==> config.mk <==
export PLATFORM = sky130hd
export DESIGN_NAME = sparse_cell_counter_core
export DESIGN_NICKNAME = d
export VERILOG_FILES = /design/src/design/sccnt_pkg.sv /design/src/design/sparse_cell_counter_core.sv
export SDC_FILE = /design/constraint.sdc
export NUM_CORES = 2
export LEC_CHECK = 0
export BUFFER_PORTS_ARGS = -buffer_cell sky130_fd_sc_hd__buf_2
export CORE_ASPECT_RATIO = 1.75
export CORE_UTILIZATION = 30
export DETAILED_ROUTE_END_ITERATION = 16
export PLACE_DENSITY = 0.43
export SLEW_MARGIN = 30
export SYNTH_ARGS = -nofsm -noshare
export SYNTH_HDL_FRONTEND = slang
export SYNTH_SLANG_ARGS = --single-unit
==> constraint.sdc <==
create_clock -name i_clk -period 23.2 [get_ports i_clk]
set_input_delay 1.16 -clock i_clk [delete_from_list [all_inputs] [get_ports i_clk]]
set_output_delay 1.16 -clock i_clk [all_outputs]
set_load 0.03 [all_outputs]
==> src/design/sccnt_pkg.sv <==
`timescale 1ns / 1ps
package sccnt_pkg;

    localparam int MAX_COLUMNS_DEF = 1024;
    localparam int MAX_ROWS_DEF    = 1024;

    localparam int CFG_W     = 11;
    localparam int CFG_IDX_W = 1;
    localparam int COUNT_W   = 21;

    localparam logic [CFG_W-1:0] CFG_SIZE_RESET = CFG_W'(1024);

    localparam logic [CFG_IDX_W-1:0] CFG_GRID_COLUMNS = 1'b0;
    localparam logic [CFG_IDX_W-1:0] CFG_GRID_ROWS    = 1'b1;

    localparam int CENTER_WEIGHT = 10;
    localparam int WEIGHT_LIMIT  = 14;

    localparam logic [COUNT_W-1:0] COUNT_MAX = {COUNT_W{1'b1}};

    // Window: three 3-bit columns, newest in bits 2:0; per column bit 0 top,
    // bit 1 middle, bit 2 bottom. Center cell is bit 4.
    function automatic logic f_sparse(input logic [8:0] w);
        logic [3:0] pop;
        logic [4:0] weighted;
        pop = '0;
        for (int i = 0; i < 9; i++) begin
            if (i != 4) begin
                pop = pop + 4'(w[i]);
            end
        end
        weighted = 5'(pop) + (w[4] ? 5'(CENTER_WEIGHT) : 5'd0);
        return (weighted >= 5'(CENTER_WEIGHT)) && (weighted < 5'(WEIGHT_LIMIT));
    endfunction

endpackage

==> src/design/sparse_cell_counter_core.sv <==
`timescale 1ns / 1ps
// Output: o_valid is registered; a frame's last item is accepted into stage 1 and sets o_valid when it leaves stage 1.
// Throughput: one item per cycle; the row store (one read and one write port) carries it,
// with the read-after-write on the same column bypassed. The input stalls only during the reset clearing
// pass or while a frame's last item waits in stage 1 behind a previous total that is still held off.
// Reset: synchronous, active low; counters, total and output valid clear, both sizes go to 1024,
// then a clearing pass walks every column address and zeroes the row store while o_stall stays high.
module sparse_cell_counter_core #(
    parameter int MAX_COLUMNS = sccnt_pkg::MAX_COLUMNS_DEF,
    parameter int MAX_ROWS    = sccnt_pkg::MAX_ROWS_DEF
) (
    input  logic                          i_clk,
    input  logic                          i_rst_n,
    input  logic                          i_cfg_we,
    input  logic [sccnt_pkg::CFG_IDX_W-1:0] i_cfg_index,
    input  logic [sccnt_pkg::CFG_W-1:0]   i_cfg_data,
    input  logic                          i_valid,
    output logic                          o_stall,
    input  logic                          i_occupied,
    output logic                          o_valid,
    input  logic                          i_stall,
    output logic [sccnt_pkg::COUNT_W-1:0] o_sparse_count
);
    import sccnt_pkg::*;

    localparam int CIW = $clog2(MAX_COLUMNS);
    localparam int CW  = $clog2(MAX_COLUMNS + 1);
    localparam int RIW = (MAX_ROWS > 1) ? $clog2(MAX_ROWS) : 1;
    localparam int RW  = $clog2(MAX_ROWS + 1);

    // configuration
    logic [CFG_W-1:0] r_grid_columns;
    logic [CFG_W-1:0] r_grid_rows;
    logic [CW-1:0]    cols;
    logic [RW-1:0]    rows;

    // row store: bit 0 two rows up, bit 1 one row up
    logic [1:0]       r_mem [MAX_COLUMNS];
    logic [1:0]       r_rd;
    logic             r_clr_active;
    logic [CIW-1:0]   r_clr_addr;

    // input side counters
    logic [CIW-1:0]   r_col;
    logic [RIW-1:0]   r_row;
    logic             row_end;
    logic             last_row;
    logic             accept;

    // stage 1
    logic             r_s1_valid;
    logic             r_s1_cur;
    logic [CIW-1:0]   r_s1_col;
    logic             r_s1_row_nz;
    logic             r_s1_row_ge2;
    logic             r_s1_row_end;
    logic             r_s1_last_row;
    logic             s1_hold;
    logic             s1_go;

    // window state
    logic [8:0]       r_win;
    logic [1:0]       r_lr1;
    logic [1:0]       r_lr2;
    logic [COUNT_W-1:0] r_total;

    logic             r_o_valid;
    logic [COUNT_W-1:0] r_o_count;

    // stage 1 datapath
    logic             a1m;
    logic             a2m;
    logic [1:0]       wdata;
    logic [8:0]       win_base;
    logic [8:0]       n_win;
    logic [1:0]       lr1_base;
    logic [1:0]       lr2_base;
    logic [1:0]       lr_new;
    logic             keep_c;
    logic             keep_c1;
    logic             keep_c2;
    logic [2:0]       lc0;
    logic [2:0]       lc1;
    logic [2:0]       lc2;
    logic [2:0]       add_n;
    logic [COUNT_W:0] sum;
    logic [COUNT_W-1:0] n_total;
    logic             frame_end;

    // effective sizes: zero reads as one, oversize clamps
    always_comb begin
        if (r_grid_columns == '0) begin
            cols = CW'(1);
        end else if (32'(r_grid_columns) > MAX_COLUMNS) begin
            cols = CW'(MAX_COLUMNS);
        end else begin
            cols = CW'(r_grid_columns);
        end
        if (r_grid_rows == '0) begin
            rows = RW'(1);
        end else if (32'(r_grid_rows) > MAX_ROWS) begin
            rows = RW'(MAX_ROWS);
        end else begin
            rows = RW'(r_grid_rows);
        end
    end

    assign row_end  = ((CW+1)'(r_col) + (CW+1)'(1)) >= (CW+1)'(cols);
    assign last_row = ((RW+1)'(r_row) + (RW+1)'(1)) >= (RW+1)'(rows);

    assign frame_end = r_s1_row_end && r_s1_last_row;
    assign s1_hold   = frame_end && r_o_valid && i_stall;
    assign s1_go     = r_s1_valid && !s1_hold;
    assign o_stall   = r_clr_active || (r_s1_valid && s1_hold);
    assign accept    = i_valid && !o_stall;

    always_comb begin
        a1m      = r_s1_row_nz  ? r_rd[1] : 1'b0;
        a2m      = r_s1_row_ge2 ? r_rd[0] : 1'b0;
        wdata    = {r_s1_cur, a1m};
        win_base = (r_s1_col == '0) ? '0 : r_win;
        n_win    = {win_base[5:0], r_s1_cur, a1m, a2m};
        lr1_base = (r_s1_col == '0) ? '0 : r_lr1;
        lr2_base = (r_s1_col == '0) ? '0 : r_lr2;
        lr_new   = {r_s1_cur, a1m};

        // last-row view: drop columns at or beyond the current width
        keep_c  = (CW+1)'(r_s1_col) < (CW+1)'(cols);
        keep_c1 = (CW+1)'(r_s1_col) <= (CW+1)'(cols);
        keep_c2 = (CW+1)'(r_s1_col) <= ((CW+1)'(cols) + (CW+1)'(1));
        lc0 = keep_c  ? {1'b0, lr_new}   : 3'b000;
        lc1 = keep_c1 ? {1'b0, lr1_base} : 3'b000;
        lc2 = keep_c2 ? {1'b0, lr2_base} : 3'b000;

        add_n = '0;
        if (r_s1_row_nz && (r_s1_col != '0) && f_sparse(n_win)) begin
            add_n = add_n + 3'd1;
        end
        if (r_s1_row_nz && r_s1_row_end && f_sparse({n_win[5:0], 3'b000})) begin
            add_n = add_n + 3'd1;
        end
        if (r_s1_last_row && (r_s1_col != '0) && f_sparse({lc2, lc1, lc0})) begin
            add_n = add_n + 3'd1;
        end
        if (r_s1_last_row && r_s1_row_end && f_sparse({lc1, lc0, 3'b000})) begin
            add_n = add_n + 3'd1;
        end

        // saturate the total
        sum = (COUNT_W+1)'(r_total) + (COUNT_W+1)'(add_n);
        n_total = sum[COUNT_W] ? COUNT_MAX : sum[COUNT_W-1:0];
    end

    // control
    always_ff @(posedge i_clk) begin
        if (!i_rst_n) begin
            r_grid_columns <= CFG_SIZE_RESET;
            r_grid_rows    <= CFG_SIZE_RESET;
            r_clr_active   <= 1'b1;
            r_clr_addr     <= '0;
            r_col          <= '0;
            r_row          <= '0;
            r_s1_valid     <= 1'b0;
            r_total        <= '0;
            r_o_valid      <= 1'b0;
        end else begin
            if (i_cfg_we) begin
                unique case (i_cfg_index)
                    CFG_GRID_COLUMNS: r_grid_columns <= i_cfg_data;
                    CFG_GRID_ROWS:    r_grid_rows    <= i_cfg_data;
                    default: ;
                endcase
            end

            if (r_clr_active) begin
                r_clr_addr <= r_clr_addr + CIW'(1);
                if (32'(r_clr_addr) == MAX_COLUMNS - 1) begin
                    r_clr_active <= 1'b0;
                end
            end

            if (accept) begin
                if (row_end) begin
                    r_col <= '0;
                    r_row <= last_row ? '0 : r_row + RIW'(1);
                end else begin
                    r_col <= r_col + CIW'(1);
                end
            end

            if (accept) begin
                r_s1_valid <= 1'b1;
            end else if (s1_go) begin
                r_s1_valid <= 1'b0;
            end

            if (s1_go) begin
                r_total <= frame_end ? '0 : n_total;
            end

            if (s1_go && frame_end) begin
                r_o_valid <= 1'b1;
            end else if (r_o_valid && !i_stall) begin
                r_o_valid <= 1'b0;
            end
        end
    end

    // payload
    always_ff @(posedge i_clk) begin
        if (accept) begin
            r_s1_cur      <= i_occupied;
            r_s1_col      <= r_col;
            r_s1_row_nz   <= r_row != '0;
            r_s1_row_ge2  <= (RIW+1)'(r_row) >= (RIW+1)'(2);
            r_s1_row_end  <= row_end;
            r_s1_last_row <= last_row;
        end
        if (s1_go) begin
            r_win <= n_win;
            r_lr1 <= lr_new;
            r_lr2 <= lr1_base;
        end
        if (s1_go && frame_end) begin
            r_o_count <= n_total;
        end
    end

    // row store: write back from stage 1, read on accept with bypass of that write
    always_ff @(posedge i_clk) begin
        if (r_clr_active) begin
            r_mem[r_clr_addr] <= 2'b00;
        end else if (s1_go) begin
            r_mem[r_s1_col] <= wdata;
        end
    end

    always_ff @(posedge i_clk) begin
        if (accept) begin
            if (s1_go && (r_s1_col == r_col)) begin
                r_rd <= wdata;
            end else begin
                r_rd <= r_mem[r_col];
            end
        end
    end

    assign o_valid        = r_o_valid;
    assign o_sparse_count = r_o_count;

endmodule

==> impl_metrics.yaml <==
floorplanning:
  rows: 266
  die_h_um: 729
  die_x_um: 417
  die-area_mm2: 0.304
  io_pins: 41
  core_mm2: 0.300
  start_util_pct: 30.2
clock_tree:
  h-tree-depth: 4
  cts_tree: "built"
  clkSinkCount: 2168
  insertion_delay_ns: 0.88
  cts_resized: 0
  hold_buffers: 0
  path_clk_slew_ns: 0.07
  cts_buffers: 205
  post-cts-setup-buffers: 0
  cts_buffer_depth: 4
  cts-root-buf: "clkbuf_16"
synth:
  synth_seq_cells: 2168
  synth_top_area_share_pct: 69.3
  synth_area_leaders: "edfxtp_1, mux4_2, nor2_1"
  synth_nets: 5472
  netlist_instances: 5383
  synth_area_mm2: 0.0906
  dominantRegCellSynth: "edfxtp_1"
  yosysMostFrequentCell: "edfxtp_1"
  ys_async_sr_fraction_pct: 0
  synth-edff-count: 2092
  synth_seq_area_share_pct: 71.0
  ys_warn_count: 0
  avgSynthCellArea_um2: 16.8
  ys_top_cells_by_count: "edfxtp_1, nor2_1, mux4_2, nand2_1, clkbuf_1"
  synth_top_area_cell: "edfxtp_1"
  synth.distinct_cells: 71
place:
  dp_cells: 9194
  placed_area_mm2: 0.0957
  place.gp.congestion: 0.794
  io_buffer_count: 40
  dp_hpwl_um: 168000
sta:
  setup_viol: 0
  period_minus_slack_ns: 9.01
  slew_violations: 0
  skew_ns: 0.0460
  slew_headroom_pct: 29.2
  hold_violations: 0
  fmax_ghz: 0.111
  min_period_over_period_pct: 38.9
  tns_ns: 0
  rsz0062_at_grt: "false"
  worst_pin_slew_ns: 1.06
detailed_routing:
  first_pass_iters: 5
  vias_per_cell: 5.10
  drtIter0Drc: 4068
  routedWlPerCell_um: 29.8
  vias: 48813
  ant_nets: 0
  drt_wl_total_um: 285000
  post-route-drc-count: 0
global_route:
  grt_usage_pct: 18.5
  overflow: 0
  grt_max_degree: 212
  grt_first_pass_wirelength_um: 401000
  grt_pass1_vias: 52559
  antenna_found_initial: 14
hold_path:
  hold_class: "reg -> reg"
final_layout:
  stdcell_count: 9569
  multi_input_area_mm2: 0.0247
  n_fill_cell: 28810
  final_layout_size_suffix_gt1_share_pct: 20.5
  seq_area_mm2: 0.0644
  syn_to_final_growth_pct: 12.7
  finalInstanceArea_mm2: 0.102
  final_nets: 5473
power_and_ir_drop:
  powerDensity_mw_per_mm2: 74.4
  irDropWorstVdd_uv: 60.9
  power_leakage_uw: 0.0254
  power.total_uw: 7590
critical_path:
  cp_top_family: "compound AO/OA/AOI/OAI gates"
  cp-end-kind: "register"
  worstPathRequired_ns: 23.99
  max_stage_delay_ns: 0.55
  slowest_stage: "nand2_1"
  cp.buffers_inverters: 1
  startpoint_type: "register"
  crit_fanout: 21
  crit_arrival_ns: 9.81
  cp_common_cell: "o21a_1"
  crit_type: "reg -> reg"
run_status:
  status: "finished clean"
run:
  maxCapViolCount: 0
[cells by family (layout without fill, tap and decap cells)]
kind of cell    Yosys count  after routing  synth area share [%]
compound gates          374            374                  2.82
xor+xnor                 62             62                 0.599
fa+ha+maj                71             71                  1.06
buf+inv                 439            601                  2.34
flops                  2168           2168                  71.0
mux                     642            642                  14.7
other cells               0              4                     0
simple gates           1627           1627                  7.45
[per-layer routing]
| layer | GRT usage, % | share of wire [%] | routed length (µm) |
|---|---|---|---|
| met1 | 21.7 | 38 | 109000 |
| met2 | 35.3 | 55 | 156000 |
| met3 | 1.66 | 3.4 | 9710 |
| met4 | 5.82 | 3.4 | 9610 |
| met5 | 0 | 0 | 0 |
[where the power goes]
part / internal (µW) / switching, µW / leakage [µW] / total, µW
combinational: 16.1 / 54.6 / 0.00629 / 70.7
sequential: 4220 / 3.72 / 0.0160 / 4230
clock: 1800 / 1490 / 0.00310 / 3290
total: 6040 / 1550 / 0.0254 / 7590
[flip-flops by register name (all words and copies together), names as in the netlist, 11 cells and up]
signal and flops:
r_total 21, o_sparse_count 21, r_mem 2048, r_grid_rows 11
r_grid_columns 11
[cell type report]
class	count	area share, %
tap	4020	4.93
antenna	4	0.00980
sequential	2168	63.0
timing repair buffer	204	1.57
clock inverter	116	0.855
inverter	29	0.115
clock buffer	252	5.32
multi-input combinational	2776	24.2
[worst register-to-register path, delay by kind of cell (launching register included)]
family                   cells  cell delay, ns
AO/OA/AOI/OAI               15            2.92
XOR/XNOR                     1            0.32
adder cells (fa/ha/maj)      7            2.20
buffers and inverters        1            0.06
flip-flops                   1            0.40
multiplexers                 1            0.29
AND/OR/NAND/NOR             12            2.77
[layout by cell type, fill, tap and decap left out, types with 50 or more instances in the layout]
| cell type | n |
|---|---|
| mux2i_1 | 70 |
| nor2b_1 | 50 |
| buf_4 | 146 |
| nand2_1 | 230 |
| a22oi_1 | 81 |
| ha_1 | 61 |
| nor2_1 | 1075 |
| edfxtp_1 | 2092 |
| a21oi_1 | 62 |
| nand3_1 | 64 |
| mux4_2 | 550 |
| dfxtp_1 | 69 |
| clkbuf_16 | 209 |
| clkinv_1 | 56 |
| o21ai_0 | 59 |
[through the flow]
step                setup WS [ns]  hold WS, ns  util [%]
floorplan                    5.52        0.403         -
global placement            13.84        0.475      31.8
detailed placement          14.05        0.487      31.9
CTS                         14.03        0.460      34.0
global route                13.32        0.494      34.0
finish                      14.19        0.496      34.0
[final timing paths]
path,startpoint,to,slack [ns],depth (start not counted)
setup / recovery,r_grid_columns[4],r_total[6],14.19,37
hold reg to reg,r_col[8],r_col[8],0.50,2
setup reg to reg,r_grid_columns[4],r_total[6],14.19,37
hold / removal,r_col[8],r_col[8],0.50,2
Note: power is estimated with default switching activity, not from simulation.
